### src/hw/rtl/assert_macros.svh
// ----------------------------------------------------------------------------
// Assertion macros
// Shared concurrent assertion wrappers for the biquad filter RTL.
// ----------------------------------------------------------------------------
// Define NO_ASSERTIONS to compile the design without its assertions.
`ifndef ASSERT_MACROS_SVH
`define ASSERT_MACROS_SVH
`ifndef NO_ASSERTIONS
// Same-cycle implication.
`define PBQ_ASSERT_IMPL(label, clk, rst_n, ante, cons, msg) \
    label: assert property (@(posedge clk) disable iff (!rst_n) (ante) |-> (cons)) \
        else $error(msg);
// Next-cycle implication.
`define PBQ_ASSERT_NEXT(label, clk, rst_n, ante, cons, msg) \
    label: assert property (@(posedge clk) disable iff (!rst_n) (ante) |=> (cons)) \
        else $error(msg);
`else
`define PBQ_ASSERT_IMPL(label, clk, rst_n, ante, cons, msg)
`define PBQ_ASSERT_NEXT(label, clk, rst_n, ante, cons, msg)
`endif
`endif

### src/hw/rtl/pbq_pkg.sv
`timescale 1ns / 1ps
`default_nettype none
// ----------------------------------------------------------------------------
// pbq_pkg
// Types and constants shared by the biquad filter modules.
// ----------------------------------------------------------------------------
package pbq_pkg;

    // Coefficient registers are signed fixed point, always 32 bits.
    localparam int COEFF_BITS   = 32;
    localparam int CFG_IDX_BITS = 3;

    typedef enum logic [CFG_IDX_BITS-1:0] {
        CFG_B0 = 3'd0,
        CFG_B1 = 3'd1,
        CFG_B2 = 3'd2,
        CFG_A1 = 3'd3,
        CFG_A2 = 3'd4
    } t_cfg_idx;

    // Control that travels with an item from the feedforward pipe to the
    // feedback stage.
    typedef struct packed {
        logic valid;
        logic prime;
    } t_ctl;

endpackage

`default_nettype wire

### src/hw/rtl/pbq_fb.sv
`timescale 1ns / 1ps
`default_nettype none
// ----------------------------------------------------------------------------
// pbq_fb
// Feedback stage: adds the output history terms, rounds, saturates and
// holds the result for the output channel.
// ----------------------------------------------------------------------------
`include "assert_macros.svh"

module pbq_fb #(
    parameter int SAMPLE_BITS     = 16,
    parameter int COEFF_FRAC_BITS = 30
) (
    input  wire                                       i_clk,
    input  wire                                       i_rst_n,
    input  wire pbq_pkg::t_ctl                        i_ctl,
    input  wire signed [SAMPLE_BITS-1:0]              i_x,
    input  wire signed [SAMPLE_BITS+33:0]             i_sum,
    input  wire signed [pbq_pkg::COEFF_BITS-1:0]      i_a1,
    input  wire signed [pbq_pkg::COEFF_BITS-1:0]      i_a2,
    output logic                                      o_take,
    input  wire                                       i_stall,
    output logic                                      o_valid,
    output logic signed [SAMPLE_BITS-1:0]             o_sample
);

    localparam int PW    = SAMPLE_BITS + pbq_pkg::COEFF_BITS;
    localparam int ACC_W = SAMPLE_BITS + 34;
    localparam int QW    = ACC_W - COEFF_FRAC_BITS;
    localparam logic signed [SAMPLE_BITS-1:0] S_MAX = {1'b0, {(SAMPLE_BITS-1){1'b1}}};
    localparam logic signed [SAMPLE_BITS-1:0] S_MIN = {1'b1, {(SAMPLE_BITS-1){1'b0}}};

    logic                          r_out_valid;
    logic signed [SAMPLE_BITS-1:0] r_out;
    logic signed [SAMPLE_BITS-1:0] r_y1;
    logic signed [SAMPLE_BITS-1:0] r_y2;

    logic signed [PW-1:0]          n_f1, n_f2;
    logic signed [ACC_W-1:0]       n_acc;
    logic signed [QW-1:0]          n_q;
    logic [QW-SAMPLE_BITS:0]       n_top;
    logic signed [SAMPLE_BITS-1:0] n_y;
    logic                          fire;

    assign o_take = !r_out_valid || !i_stall;
    assign fire   = i_ctl.valid && o_take;

    always_comb begin
        n_f1  = PW'(i_a1) * PW'(r_y1);
        n_f2  = PW'(i_a2) * PW'(r_y2);
        n_acc = i_sum + ACC_W'(n_f1) + ACC_W'(n_f2);
        n_q   = n_acc[ACC_W-1:COEFF_FRAC_BITS];
        // The result fits when every bit above the sample's sign bit matches it.
        n_top = n_q[QW-1:SAMPLE_BITS-1];
        if (i_ctl.prime) begin
            n_y = i_x;
        end else if ((&n_top) || !(|n_top)) begin
            n_y = n_q[SAMPLE_BITS-1:0];
        end else if (n_q[QW-1]) begin
            n_y = S_MIN;
        end else begin
            n_y = S_MAX;
        end
    end

    always_ff @(posedge i_clk) begin
        if (!i_rst_n) begin
            r_out_valid <= 1'b0;
            r_y1        <= '0;
            r_y2        <= '0;
        end else begin
            if (o_take) begin
                r_out_valid <= i_ctl.valid;
            end
            if (fire) begin
                r_y1 <= n_y;
                r_y2 <= i_ctl.prime ? i_x : r_y1;
            end
        end
    end

    always_ff @(posedge i_clk) begin
        if (fire) begin
            r_out <= n_y;
        end
    end

    assign o_valid  = r_out_valid;
    assign o_sample = r_out;

    `PBQ_ASSERT_NEXT(a_prime_passes, i_clk, i_rst_n, fire && i_ctl.prime,
                     (r_out == $past(i_x)) && (r_y2 == r_out),
                     "priming item not passed through")

endmodule

`default_nettype wire

### config.mk
export PLATFORM = sky130hd
export DESIGN_NAME = pbq_fb
export DESIGN_NICKNAME = d
export VERILOG_FILES = /design/src/hw/rtl/pbq_pkg.sv /design/src/hw/rtl/pbq_fb.sv
export VERILOG_INCLUDE_DIRS = /design/src /design/src/hw/rtl
export SDC_FILE = /design/constraint.sdc
export NUM_CORES = 2
export LEC_CHECK = 0
export ABC_CLOCK_PERIOD_IN_PS = 21600
export CORE_ASPECT_RATIO = 1.1
export CORE_MARGIN = 2
export CORE_UTILIZATION = 65
export DETAILED_ROUTE_END_ITERATION = 12
export DONT_BUFFER_PORTS = 1
export GPL_TIMING_DRIVEN = 0
export PLACE_DENSITY = 0.83
export SETUP_SLACK_MARGIN = 0.1
export SLEW_MARGIN = 10
export SYNTH_ARGS = -nofsm -noshare
export SYNTH_HDL_FRONTEND = slang
export SYNTH_SLANG_ARGS = --single-unit
### constraint.sdc
create_clock -name i_clk -period 21.6 [get_ports i_clk]
set_input_delay 2.16 -clock i_clk [delete_from_list [all_inputs] [get_ports i_clk]]
set_output_delay 2.16 -clock i_clk [all_outputs]
set_load 0.02 [all_outputs]
Word-level counts from Yosys, hierarchy flattened --
Index checks and enable logic that the tools add are counted.
Operators by class: add/sub/neg operators 2, $mul 2, muxes and demuxes 4, reductions and logical operators 8
Operators with widths (number):
- $add 50x48->50 | 2
- $mul 32x16->48 | 2
- $mux 16 | 4
- $reduce_and 5->1 | 1
- $reduce_or 5->1 | 1
- $logic_not 1->1 | 3
- $logic_or 1x1->1 | 2
- $logic_and 1x1->1 | 1
Word-level totals: flip-flop bits (word level) 49, output and inout bits 18, word-level logic and storage cells 20

Longest topological paths before layout --
depth after elaboration 8, depth in mapped cells 31

Worst setup path after synthesis --
OpenSTA, ideal clock, no wires.
path type input to register, from input port i_a2[31] in the netlist's numbering, to register r_out[12] (netlist: o_sample[12]), data pin, arrival 9.880 ns, path slack 11.575 ns, stages on the path 27, buffers on the path 2, cells stage by stage clkbuf_1 -> nand2_1 -> inv_1 -> fa_1 -> inv_1 -> fa_1 -> inv_1 -> fa_1 -> fa_1 -> fa_1 -> fa_1 -> fa_1 -> inv_1 -> fa_1 -> inv_1 -> ha_1 -> nand4_1 -> nor4_1 -> a22oi_1 -> a2111o_1 -> o311a_4 -> nor4b_4 -> a211oi_2 -> a311oi_4 -> buf_4 -> nor2_1 -> o21ai_1
On the way: word-level cells in the longest chain between the ends 7
Ends and longest elaborated chain:
- start, declared | RTL line pbq_fb.sv:20 | input wire signed [pbq_pkg::COEFF_BITS-1:0] i_a2,
- $mul 32x16->48 (*) | RTL line pbq_fb.sv:50 | n_f2 = PW'(i_a2) * PW'(r_y2);
- $add 50x48->50 (*) | RTL line pbq_fb.sv:51 | n_acc = i_sum + ACC_W'(n_f1) + ACC_W'(n_f2);
- $reduce_or 5->1 | RTL line pbq_fb.sv:57 | end else if ((&n_top) || !(|n_top)) begin
- $logic_not 1->1 | RTL line pbq_fb.sv:57
- $logic_or 1x1->1 | RTL line pbq_fb.sv:57
- $mux 16 (*) | RTL line pbq_fb.sv:57
- $mux 16 (*) | RTL line pbq_fb.sv:55 | if (i_ctl.prime) begin
- via n_y[12] | RTL line pbq_fb.sv:42 | logic signed [SAMPLE_BITS-1:0] n_y;
- end signal, assigned | RTL line pbq_fb.sv:84 | r_out <= n_y;
- end, declared | RTL line pbq_fb.sv:34 | logic signed [SAMPLE_BITS-1:0] r_out;
The timed path passes the listed nets; every way through them passes the cells marked *. A chain may end at the register's enable or synchronous reset.

Worst setup path after layout --
from input port i_a1[31] in the netlist's numbering, to register r_out[3] (netlist: o_sample[3]), data pin
On the way: word-level cells in the longest chain between the ends 8
Ends and longest elaborated chain:
- start, declared | RTL line pbq_fb.sv:19 | input wire signed [pbq_pkg::COEFF_BITS-1:0] i_a1,
- $mul 32x16->48 (*) | RTL line pbq_fb.sv:49 | n_f1 = PW'(i_a1) * PW'(r_y1);
- $add 50x48->50 (*) (2 in a row) | RTL line pbq_fb.sv:51
- $reduce_or 5->1 | RTL line pbq_fb.sv:57
- $logic_not 1->1 | RTL line pbq_fb.sv:57
- $logic_or 1x1->1 | RTL line pbq_fb.sv:57
- $mux 16 (*) | RTL line pbq_fb.sv:57
- $mux 16 (*) | RTL line pbq_fb.sv:55
- via n_y[3] | RTL line pbq_fb.sv:42
Marked as above.

==> flow_metrics.tcl <==
set metrics [dict create \
    status "completed" \
    synthesis.area_mm2 0.0391 \
    worst_ep_arrival_time_ps 11580 \
    antenna_found_initial 3 \
    drt_pass1_iterations 5 \
    drc 0 \
    fp-row-count 94 \
    synthCells 4230 \
    cts_resized 0 \
    finalWirelength_mm 122 \
    clkTransAtPathRegs_ps 80 \
    clk_latency_ps 320 \
    dpl_worst_slack_ps 9800 \
    critPathMaxFanout 15 \
    crit_type "in -> reg" \
    r2r_end "o_sample[3]" \
    grt_pass1_vias 33400 \
    holdPathEnd "o_valid" \
    async_reset_ff_frac 0 \
    hold_viol 0 \
    hp-start "o_valid" \
    r2r_slack_ps 11040 \
    seq_area_mm2 0.00114 \
    numClockSinks 49 \
    worstPathRequired_ps 21700 \
    io_pins 153 \
    drive_gt1_frac 0.0109 \
    synth_edf_count 16 \
    htreeDepth 2 \
    fin_setup_tns_ps 0 \
    start_kind "input pin" \
    cts_buffers 5 \
    min_path_cells 2 \
    start_util 0.655 \
    die-area_mm2 0.0621 \
    post_cts_buffers 0 \
    rsz0062_at_grt "no" \
    n_fill_cell 4654 \
    period_share 0.531 \
    setup_violations 0 \
    tightest_slew_ps 1330 \
    finalWorstSetupSlack_ps 10120 \
    grt_pass1_wl_mm 188 \
    synth_top_flop_cell "dfxtp_1" \
    core-area_mm2 0.0596 \
    track_usage 0.418 \
    clock_path_buffers 2 \
    drv_slew 0 \
    fmax_mhz 87.1 \
    holdBufCountCts 0 \
    instances_no_fill 5011 \
    wl_per_cell_um 24.4 \
    vias_per_cell 5.94 \
    utilization 0.674 \
    ys_seq_area_frac 0.0292 \
    hp-class "reg -> reg" \
    drt_iter0_drc 2468 \
    finClkSkew_ps 17.0 \
    slew_headroom 0.116 \
    worst_r2r_path_depth 28 \
    maxCapViolCount 0 \
    nets 5686 \
    grt_start_max_net_pins 26 \
    hpwl_mm 106 \
    gr-total-overflow 0 \
    num_vias 29800 \
    synthDistinctLibCells 68 \
    ant_nets 0 \
    avgSynthCellArea_um2 9.23 \
    period_needed_ps 11480 \
    dieWidth_um 238 \
    cp-end-kind "register" \
    syn2layout_area_growth_pct 2.90 \
    ys_ff_latch 49 \
    cts_tree "built" \
    worst_r2r_startpoint "r_y2[2]" \
    dieHeight_um 261 \
    placedCellCount 4998 \
    syn_nets 5679 \
    multi_input_area_mm2 0.0327 \
    port_buffers 0 \
    yosys_warnings 0 \
    gp_congestion 1.03 \
    cts-root-buf "clkbuf_16" \
]
-- cell type report --
type / instances / share of cell area
inverters: 1184 / 0.111
flip-flops and latches: 49 / 0.0284
plain buffers: 195 / 0.0189
multi-input cells: 2802 / 0.814
clock inverters: 3 / 0.000716
well taps: 768 / 0.0239
diodes: 5 / 0.000311
clock buffers: 5 / 0.00311
-- cell usage in the layout, fill, tap and decap left out, drive strengths merged, types with 9 or more instances in the layout --
master     n
inv     1185
fa      1145
nand2    688
and2     341
clkbuf   191
ha       169
nor2      89
a21oi     60
o21ai     54
nand2b    40
dfxtp     33
a311oi    28
xnor2     26
nor3      23
edfxtp    16
nand3     15
nand4     13
o21a      10
buf        9
-- synthesized netlist by cell type (all sizes together), types with 28 or more instances --
library cell / instances / area (µm²)
inv: 1183 / 4440
fa: 1145 / 22900
nand2: 688 / 2580
and2: 341 / 2130
clkbuf: 186 / 699
ha: 169 / 2110
nor2: 89 / 334
a21oi: 60 / 300
o21ai: 54 / 270
nand2b: 40 / 253
dfxtp: 33 / 661
a311oi: 28 / 332
-- cell families (layout without fill, tap and decap cells) --
group | count (synthesis) | after routing | share of synthesized area
AO/OA/AOI/OAI | 212 | 212 | 0.0378
XOR/XNOR | 34 | 34 | 0.00763
adder cells (fa/ha/maj) | 1314 | 1314 | 0.641
buffers and inverters | 1379 | 1387 | 0.133
flip-flops | 49 | 49 | 0.0292
multiplexers | 6 | 6 | 0.00154
other | 0 | 5 | 0
AND/OR/NAND/NOR | 1236 | 1236 | 0.150
-- stage by stage --
stage / hold WS [ps] / instance area [µm²]
3_3_place_gp: 613 / 40000
5_1_grt: 711 / 40200
4_1_cts: 629 / 40200
3_5_place_dp: 618 / 40000
2_1_floorplan: 513 / 39100
6_report: 621 / 40200
-- flip-flops by register name (all words and copies together), names as in the netlist --
name      flops
r_y2         16
o_valid       1
r_y1         16
o_sample     16
-- layer usage --
layer,track usage,vias up,part of all wire
met5,0,-,0.00031
met4,0.439,6,0.13
met3,0.0912,729,0.099
met2,0.673,1944,0.47
met1,0.447,15100,0.30
li1,-,12000,-
-- worst max-delay path: stages --
cell and delay (ps):
clkbuf_1 460, nand2_1 820, fa_1 790, fa_1 530
inv_1 50, fa_1 470, fa_1 520, fa_1 580
fa_1 430, fa_1 500, inv_1 60, fa_1 480
inv_1 40, ha_1 250, buf_2 170, nand4_2 280
nor3_1 380, and4_1 230, o311a_1 340, nor3_1 100
a311oi_1 380, nand3_1 140, o32ai_2 540, nand2b_2 230
clkbuf_2 260, o21ai_1 360
-- worst max path at each step --
stage | startpoint | end | slack (ps) | cells past startpoint
final | i_a1[31] | o_sample[3] | 10120 | 26
after global routing | i_a1[31] | o_sample[3] | 9900 | 26
after CTS | i_a2[31] | o_sample[3] | 10130 | 26
after detailed placement | i_a2[31] | o_sample[3] | 9800 | 26
after global placement | i_a2[31] | o_sample[3] | 9890 | 26
after floorplan | i_a2[31] | o_sample[12] | 11580 | 27
Power is not shown: default switching activity piles up to over one toggle a cycle in this logic, so the estimate is an artifact.
