===== config.mk =====
export PLATFORM = sky130hd
export DESIGN_NAME = pbq_ff
export DESIGN_NICKNAME = d
export VERILOG_FILES = /design/src/hw/rtl/pbq_pkg.sv /design/src/hw/rtl/pbq_ff.sv
export VERILOG_INCLUDE_DIRS = /design/src /design/src/hw/rtl
export SDC_FILE = /design/constraint.sdc
export NUM_CORES = 2
export LEC_CHECK = 0
export BUFFER_PORTS_ARGS = -buffer_cell sky130_fd_sc_hd__buf_2
export CELL_PAD_IN_SITES_DETAIL_PLACEMENT = 1
export CELL_PAD_IN_SITES_GLOBAL_PLACEMENT = 2
export CORE_UTILIZATION = 39
export CTS_BUF_LIST = sky130_fd_sc_hd__clkbuf_8
export DETAILED_ROUTE_END_ITERATION = 16
export PLACE_DENSITY = 0.84
export SYNTH_ARGS = -nofsm -noshare
export SYNTH_HDL_FRONTEND = slang
export SYNTH_SLANG_ARGS = --single-unit

===== constraint.sdc =====
create_clock -name i_clk -period 14.2 [get_ports i_clk]
set_input_delay 2.13 -clock i_clk [delete_from_list [all_inputs] [get_ports i_clk]]
set_output_delay 2.13 -clock i_clk [all_outputs]
set_load 0.02 [all_outputs]

===== src/hw/rtl/assert_macros.svh =====
// ----------------------------------------------------------------------------
// Assertion macros
// Shared concurrent assertion wrappers for the biquad filter RTL.
// ----------------------------------------------------------------------------
// Define NO_ASSERTIONS to compile the design without its assertions.
`ifndef ASSERT_MACROS_SVH
`define ASSERT_MACROS_SVH
`ifndef NO_ASSERTIONS
// Same-cycle implication.
`define PBQ_ASSERT_IMPL(label, clk, rst_n, ante, cons, msg) \
    label: assert property (@(posedge clk) disable iff (!rst_n) (ante) |-> (cons)) \
        else $error(msg);
// Next-cycle implication.
`define PBQ_ASSERT_NEXT(label, clk, rst_n, ante, cons, msg) \
    label: assert property (@(posedge clk) disable iff (!rst_n) (ante) |=> (cons)) \
        else $error(msg);
`else
`define PBQ_ASSERT_IMPL(label, clk, rst_n, ante, cons, msg)
`define PBQ_ASSERT_NEXT(label, clk, rst_n, ante, cons, msg)
`endif
`endif


===== src/hw/rtl/pbq_pkg.sv =====
`timescale 1ns / 1ps
`default_nettype none
// ----------------------------------------------------------------------------
// pbq_pkg
// Types and constants shared by the biquad filter modules.
// ----------------------------------------------------------------------------
package pbq_pkg;

    // Coefficient registers are signed fixed point, always 32 bits.
    localparam int COEFF_BITS   = 32;
    localparam int CFG_IDX_BITS = 3;

    typedef enum logic [CFG_IDX_BITS-1:0] {
        CFG_B0 = 3'd0,
        CFG_B1 = 3'd1,
        CFG_B2 = 3'd2,
        CFG_A1 = 3'd3,
        CFG_A2 = 3'd4
    } t_cfg_idx;

    // Control that travels with an item from the feedforward pipe to the
    // feedback stage.
    typedef struct packed {
        logic valid;
        logic prime;
    } t_ctl;

endpackage

`default_nettype wire


===== src/hw/rtl/pbq_ff.sv =====
`timescale 1ns / 1ps
`default_nettype none
// ----------------------------------------------------------------------------
// pbq_ff
// Input history and three-stage feedforward pipe: samples, products, sum.
// ----------------------------------------------------------------------------
`include "assert_macros.svh"

module pbq_ff #(
    parameter int SAMPLE_BITS     = 16,
    parameter int COEFF_FRAC_BITS = 30
) (
    input  wire                                       i_clk,
    input  wire                                       i_rst_n,
    input  wire                                       i_valid,
    output logic                                      o_ready,
    input  wire signed [SAMPLE_BITS-1:0]              i_sample,
    input  wire signed [pbq_pkg::COEFF_BITS-1:0]      i_b0,
    input  wire signed [pbq_pkg::COEFF_BITS-1:0]      i_b1,
    input  wire signed [pbq_pkg::COEFF_BITS-1:0]      i_b2,
    input  wire                                       i_take,
    output pbq_pkg::t_ctl                             o_ctl,
    output logic signed [SAMPLE_BITS-1:0]             o_x,
    output logic signed [SAMPLE_BITS+33:0]            o_sum
);

    localparam int PW    = SAMPLE_BITS + pbq_pkg::COEFF_BITS;
    localparam int ACC_W = SAMPLE_BITS + 34;
    localparam logic signed [ACC_W-1:0] RND = ACC_W'(1) << (COEFF_FRAC_BITS - 1);

    logic                          r_primed;
    logic signed [SAMPLE_BITS-1:0] r_prev_in;
    logic signed [SAMPLE_BITS-1:0] r_prev_in_two;

    logic                          r_v1, r_v2, r_v3;
    logic                          r_p1, r_p2, r_p3;
    logic signed [SAMPLE_BITS-1:0] r_x1, r_x2, r_x3;
    logic signed [SAMPLE_BITS-1:0] r_h1, r_h2;
    logic signed [PW-1:0]          r_m0, r_m1, r_m2;
    logic signed [ACC_W-1:0]       r_sum;

    logic take1, take2, take3, acc_in, prime;

    assign take3   = !r_v3 || i_take;
    assign take2   = !r_v2 || take3;
    assign take1   = !r_v1 || take2;
    assign o_ready = take1;
    assign acc_in  = i_valid && take1;
    assign prime   = !r_primed;

    // Stage 1: capture the sample with the two inputs it is filtered against.
    always_ff @(posedge i_clk) begin
        if (!i_rst_n) begin
            r_primed      <= 1'b0;
            r_prev_in     <= '0;
            r_prev_in_two <= '0;
            r_v1          <= 1'b0;
        end else begin
            if (take1) begin
                r_v1 <= i_valid;
            end
            if (acc_in) begin
                r_primed      <= 1'b1;
                r_prev_in     <= i_sample;
                r_prev_in_two <= prime ? i_sample : r_prev_in;
            end
        end
    end

    always_ff @(posedge i_clk) begin
        if (acc_in) begin
            r_x1 <= i_sample;
            r_h1 <= r_prev_in;
            r_h2 <= r_prev_in_two;
            r_p1 <= prime;
        end
    end

    // Stage 2: three products.
    always_ff @(posedge i_clk) begin
        if (!i_rst_n) begin
            r_v2 <= 1'b0;
        end else if (take2) begin
            r_v2 <= r_v1;
        end
    end

    always_ff @(posedge i_clk) begin
        if (take2 && r_v1) begin
            r_m0 <= PW'(i_b0) * PW'(r_x1);
            r_m1 <= PW'(i_b1) * PW'(r_h1);
            r_m2 <= PW'(i_b2) * PW'(r_h2);
            r_x2 <= r_x1;
            r_p2 <= r_p1;
        end
    end

    // Stage 3: feedforward sum with the rounding half folded in.
    always_ff @(posedge i_clk) begin
        if (!i_rst_n) begin
            r_v3 <= 1'b0;
        end else if (take3) begin
            r_v3 <= r_v2;
        end
    end

    always_ff @(posedge i_clk) begin
        if (take3 && r_v2) begin
            r_sum <= ACC_W'(r_m0) + ACC_W'(r_m1) + ACC_W'(r_m2) + RND;
            r_x3  <= r_x2;
            r_p3  <= r_p2;
        end
    end

    assign o_ctl.valid = r_v3;
    assign o_ctl.prime = r_p3;
    assign o_x         = r_x3;
    assign o_sum       = r_sum;

    `PBQ_ASSERT_IMPL(a_item_after_prime, i_clk, i_rst_n, r_v1, r_primed, "item in pipe before priming")
    `PBQ_ASSERT_NEXT(a_stage3_holds, i_clk, i_rst_n, r_v3 && !i_take, r_v3 && $stable(r_sum), "stalled sum changed")

endmodule

`default_nettype wire


* After elaboration in Yosys (flattened, before gate mapping)
Cells that the tools add are included.
Storage, ports and cells: register bits after elaboration 313, bits in latches 0, RAM bits 0, bits in read-only memories 0, word-level logic and storage cells 35, memories 0
Operators by class: add/subtract/negate cells 3, $mul 3, divide/modulo/power cells 0, order comparisons 0, eq/ne operators 0, shift operators 0, multiplexer cells 1, bitwise logic cells 0, reductions and logical operators 10
Operator list (count):
- $mul A32 B16 Y48 | 3
- $add A49 B48 Y50 | 1
- $add A50 B31 Y50 const B | 1
- $add A48 B48 Y49 | 1
- $mux W16 | 1
- $logic_not A1 Y1 | 4
- $logic_and A1 B1 Y1 | 3
- $logic_or A1 B1 Y1 | 3

* Logic depth before layout (Yosys ltp)
depth in word-level cells 5, gate-level depth with buffers 26

* Least setup slack after synthesis
OpenSTA, ideal clock, no wires.
path kind in2reg, from input i_take, to register r_m0[0], enable pin, library setup time 0.928 ns, arrival time 13.826 ns, slack -0.554 ns, cell stages on the path 2, buffers on the path 0, path through nor2b_1 a21boi_0
On the way: word-level cells in the longest chain between the ends 3
RTL lines:
- start: declaration | RTL line pbq_ff.sv:21 | input wire i_take,
- $logic_or A1 B1 Y1 | RTL line pbq_ff.sv:44 | assign take3 = !r_v3 || i_take;
- $logic_or A1 B1 Y1 | RTL line pbq_ff.sv:45 | assign take2 = !r_v2 || take3;
- $logic_and A1 B1 Y1 | RTL line pbq_ff.sv:89 | if (take2 && r_v1) begin
- end signal: assignment | RTL line pbq_ff.sv:90 | r_m0 <= PW'(i_b0) * PW'(r_x1);
- end: declaration | RTL line pbq_ff.sv:39 | logic signed [PW-1:0] r_m0, r_m1, r_m2;
No other way between the ends. A chain may end at the register's enable or synchronous reset.

* Worst setup path after layout
from input i_b1[11] in the netlist's numbering, to register r_m1[47] (data pin)
On the way: word-level cells in the longest chain between the ends 1
RTL lines:
- start: declaration | RTL line pbq_ff.sv:19 | input wire signed [pbq_pkg::COEFF_BITS-1:0] i_b1,
- $mul A32 B16 Y48 | RTL line pbq_ff.sv:91 | r_m1 <= PW'(i_b1) * PW'(r_h1);
- end signal: assignment | RTL line pbq_ff.sv:91
- end: declaration | RTL line pbq_ff.sv:39
No other way between the ends.

==> impl_metrics.tcl <==
set metrics [dict create \
    std_cell_rows 152 \
    drc 0 \
    hpwlAfterDp_um 158000 \
    synth_cell_types 72 \
    slowest_stage "a211oi_1" \
    synth_flop_cell "edfxtp_1" \
    synth-seq-cells 313 \
    tns_ns 0 \
    cts_sinks 313 \
    max-slew-margin-rel_pct 17.5 \
    cts_root_buffer "clkbuf_8" \
    gp_congestion 0.852 \
    finalSetupViolations 0 \
    finClkSkew_ns 0.0281 \
    grt_max_degree 99 \
    htreeDepth 2 \
    vias 47400 \
    reg2reg_to "r_m1[47]" \
    fin_cells 9368 \
    maxCapViolCount 0 \
    io_buffers 184 \
    synth-edff-count 277 \
    antenna_found_initial 7 \
    max_freq_mhz 118 \
    grtUsageTotal_pct 23.4 \
    grt_pass1_wl_um 315000 \
    drv_slew 0 \
    period_share_pct 59.5 \
    hp-start "r_x2[9]" \
    cp-start-kind "input port" \
    fin_util_pct 41.7 \
    cts.path.max_buffers 3 \
    rrSetupSlack_ns 6.27 \
    chipHeight_um 418 \
    status "finished, final reports clean" \
    path_common_cell "fa_1" \
    die_area_mm2 0.174 \
    layout.nets 9071 \
    cts_buffers 55 \
    netlist_instances 6999 \
    clock_latency_ns 0.71 \
    cpLargestDelayFamily "adder cells" \
    cts_resized 0 \
    vias_per_cell 5.06 \
    drive_gt1_share_pct 4.79 \
    cp_cell_sequence "buf_2, nand2_1, fa_1, fa_1, fa_1, inv_1, fa_1, fa_1, inv_1, fa_1, inv_1, ha_1, o21ai_0, a21oi_1, nand3_1, o21a_1, nor3_1, o2111ai_1, a211oi_1, nor3_1, nor3_1" \
    ctsHoldBuffers 0 \
    dr.pass1.iters 5 \
    syn_area_mm2 0.0673 \
    hold_end "o_x[9]" \
    r2r-start "r_h1[15]" \
    final_area_mm2 0.0716 \
    finalWirelength_um 196000 \
    synthesis.nets 9059 \
    worstPathMaxFanout 16 \
    ys_warn_count 0 \
    worstMarginPinSlew_ns 1.24 \
    start_util_pct 39.3 \
    placed_area_mm2 0.0705 \
    area_growth_syn_to_layout_pct 6.34 \
    io_pins 185 \
    path_clk_slew_ns 0.07 \
    critical_path_class "input port to flop" \
    fp.dieW_um 418 \
    dp.cells 9264 \
    min_path_type "flop to flop" \
    critPathCaptureType "flop" \
    core_mm2 0.172 \
    crit_arrival_ns 8.88 \
    crit_required_ns 14.63 \
    wl_per_cell_um 20.9 \
    syn_area_per_cell_um2 9.62 \
    fin_crit_ns 8.45 \
    n_fill_cell 19700 \
    grt.overflow.total 0 \
    ys_seq_area_share_pct 13.4 \
    cts_tree "yes" \
    rr_worst_depth 19 \
    drt_iter0_markers 2150 \
    post_cts.repair.setup_buffers 0 \
    finalHoldViolCount 0 \
    grt_pass1_vias 55200 \
    synthArstFlopShare_pct 0 \
    detail-route-antenna-nets 0 \
    grt_setup_unrepaired "false" \
    crit_buf_inv 4 \
    min_path_cells 0 \
    slowest_delay_ns 0.72 \
]
==> worst reg2reg max path, stage by stage (launching register included) <==
cell and delay (ns):
edfxtp_1 0.69, inv_2 0.82, nor2_1 0.18, fa_1 0.63
fa_1 0.47, fa_1 0.52, fa_1 0.44, fa_1 0.50
inv_1 0.05, fa_1 0.48, inv_1 0.04, ha_1 0.45
nand4_1 0.18, nor2_1 0.25, nand2_1 0.12, nor3_1 0.31
o2111ai_1 0.20, a211oi_1 0.72, nor3_1 0.14, nor3_1 0.49
==> layout by cell type, fill, tap and decap left out, types with 9 or more instances in the layout <==
master       n
and2_1     616
nand4_1     22
nand3_1     40
ha_1       437
o211ai_1    17
a21o_1     103
o21bai_1    32
o211a_1     22
o21ai_0     86
a21oi_1    158
buf_4       50
nor2b_1     17
edfxtp_1   277
nand2_1    978
o31ai_1     10
clkbuf_8    63
buf_2      184
clkinv_1     9
nor3_1      25
nand2b_1    39
dfxtp_1     36
o21a_1      25
a21boi_0    20
xnor2_1    128
inv_1     1704
or3_1       11
xor2_1      56
mux2i_1     19
a211oi_1    26
and3_1      21
fa_1      1507
nor2_1     169
a31oi_1     15
==> state kept, by name (all words and copies together), names as in the netlist <==
name           count
r_m0              48
o_sum             50
r_x2              16
r_p3               1
r_m2              48
r_v2               1
r_p1               1
r_primed           1
r_x1              16
r_m1              48
r_h1              16
o_x               16
r_h2              16
r_prev_in         16
r_v3               1
r_prev_in_two     16
r_v1               1
r_p2               1
==> routing by layer <==
metal / GRT usage, % / wire, µm / up-vias
li1: - / - / 20900
met1: 29.2 / 80200 / 25300
met2: 41.8 / 101000 / 876
met3: 2.13 / 6150 / 317
met4: 8.66 / 8600 / 2
met5: 0 / 14 / -
==> layout make-up <==
cell class / instances / area, µm² / share of cell area [%]
Multi-Input combinational cell: 4713 / 50900 / 71.1
Antenna cell: 3 / 7.51 / 0.0105
Timing Repair Buffer: 234 / 1300 / 1.81
Inverter: 1694 / 6360 / 8.88
Clock inverter: 38 / 249 / 0.348
Clock buffer: 63 / 867 / 1.21
Tap cell: 2310 / 2890 / 4.04
Sequential cell: 313 / 9040 / 12.6
==> cells by family (layout without fill, tap and decap cells) <==
group | count (synthesis) | in the layout | share of synthesized area [%]
and+or+nand+nor | 1974 | 1974 | 14.0
buffers and inverters | 1973 | 2029 | 11.0
muxes | 21 | 21 | 0.316
AOI/OAI and AO/OA | 590 | 590 | 5.91
DFF | 313 | 313 | 13.4
adders and majority gates | 1944 | 1944 | 52.9
xor gates and xnor gates | 184 | 184 | 2.39
other | 0 | 3 | 0
==> synth_stat cells, drive strengths merged (5+ instances only) <==
| cell | number | area share (%) |
|---|---|---|
| o31ai | 10 | 0.11 |
| or2 | 7 | 0.065 |
| a211oi | 28 | 0.33 |
| fa | 1507 | 45 |
| and3 | 21 | 0.20 |
| a221o | 6 | 0.089 |
| nand3 | 40 | 0.30 |
| buf | 10 | 0.074 |
| a2111oi | 5 | 0.065 |
| a221oi | 5 | 0.074 |
| edfxtp | 277 | 12 |
| nand2 | 978 | 5.5 |
| or3 | 11 | 0.10 |
| and2 | 616 | 5.7 |
| mux2i | 19 | 0.28 |
| nor2b | 18 | 0.17 |
| o21ai | 89 | 0.66 |
| nand2b | 39 | 0.36 |
| nor4 | 6 | 0.056 |
| a211o | 8 | 0.10 |
| a41oi | 5 | 0.076 |
| nand4 | 22 | 0.20 |
| o211ai | 17 | 0.19 |
| clkbuf | 269 | 1.5 |
| o211a | 22 | 0.33 |
| xnor2 | 128 | 1.7 |
| a31o | 6 | 0.078 |
| dfxtp | 36 | 1.1 |
| inv | 1693 | 9.4 |
| o21bai | 32 | 0.36 |
| nor3 | 25 | 0.19 |
| a21boi | 21 | 0.23 |
| a21oi | 158 | 1.2 |
| xor2 | 56 | 0.73 |
| nor2 | 169 | 0.94 |
| o22ai | 6 | 0.056 |
| o21a | 25 | 0.28 |
| nand3b | 5 | 0.056 |
| ha | 437 | 8.1 |
| a21o | 103 | 1.1 |
| a31oi | 15 | 0.14 |
| and4 | 8 | 0.10 |
==> per-stage QoR <==
stage                     hold slack, ns  worst slack [ns]
after floorplan                    0.400              3.70
after global placement             0.403              5.17
after detailed placement           0.406              5.15
after CTS                          0.403              5.87
after global routing               0.418              5.48
final                              0.412              5.75
==> worst max-delay path by stage <==
stage / startpoint / endpoint / cells past startpoint
final: i_b1[11] / r_m1[47] / 21
after global routing: i_b1[11] / r_m1[47] / 21
after CTS: i_b1[11] / r_m1[47] / 21
after detailed placement: i_b1[11] / r_m1[47] / 21
after global placement: i_b1[11] / r_m1[47] / 21
after floorplan: i_take / r_m0[0] / 2
Power is not shown: default switching activity piles up to over one toggle a cycle in this logic, so the estimate is an artifact.
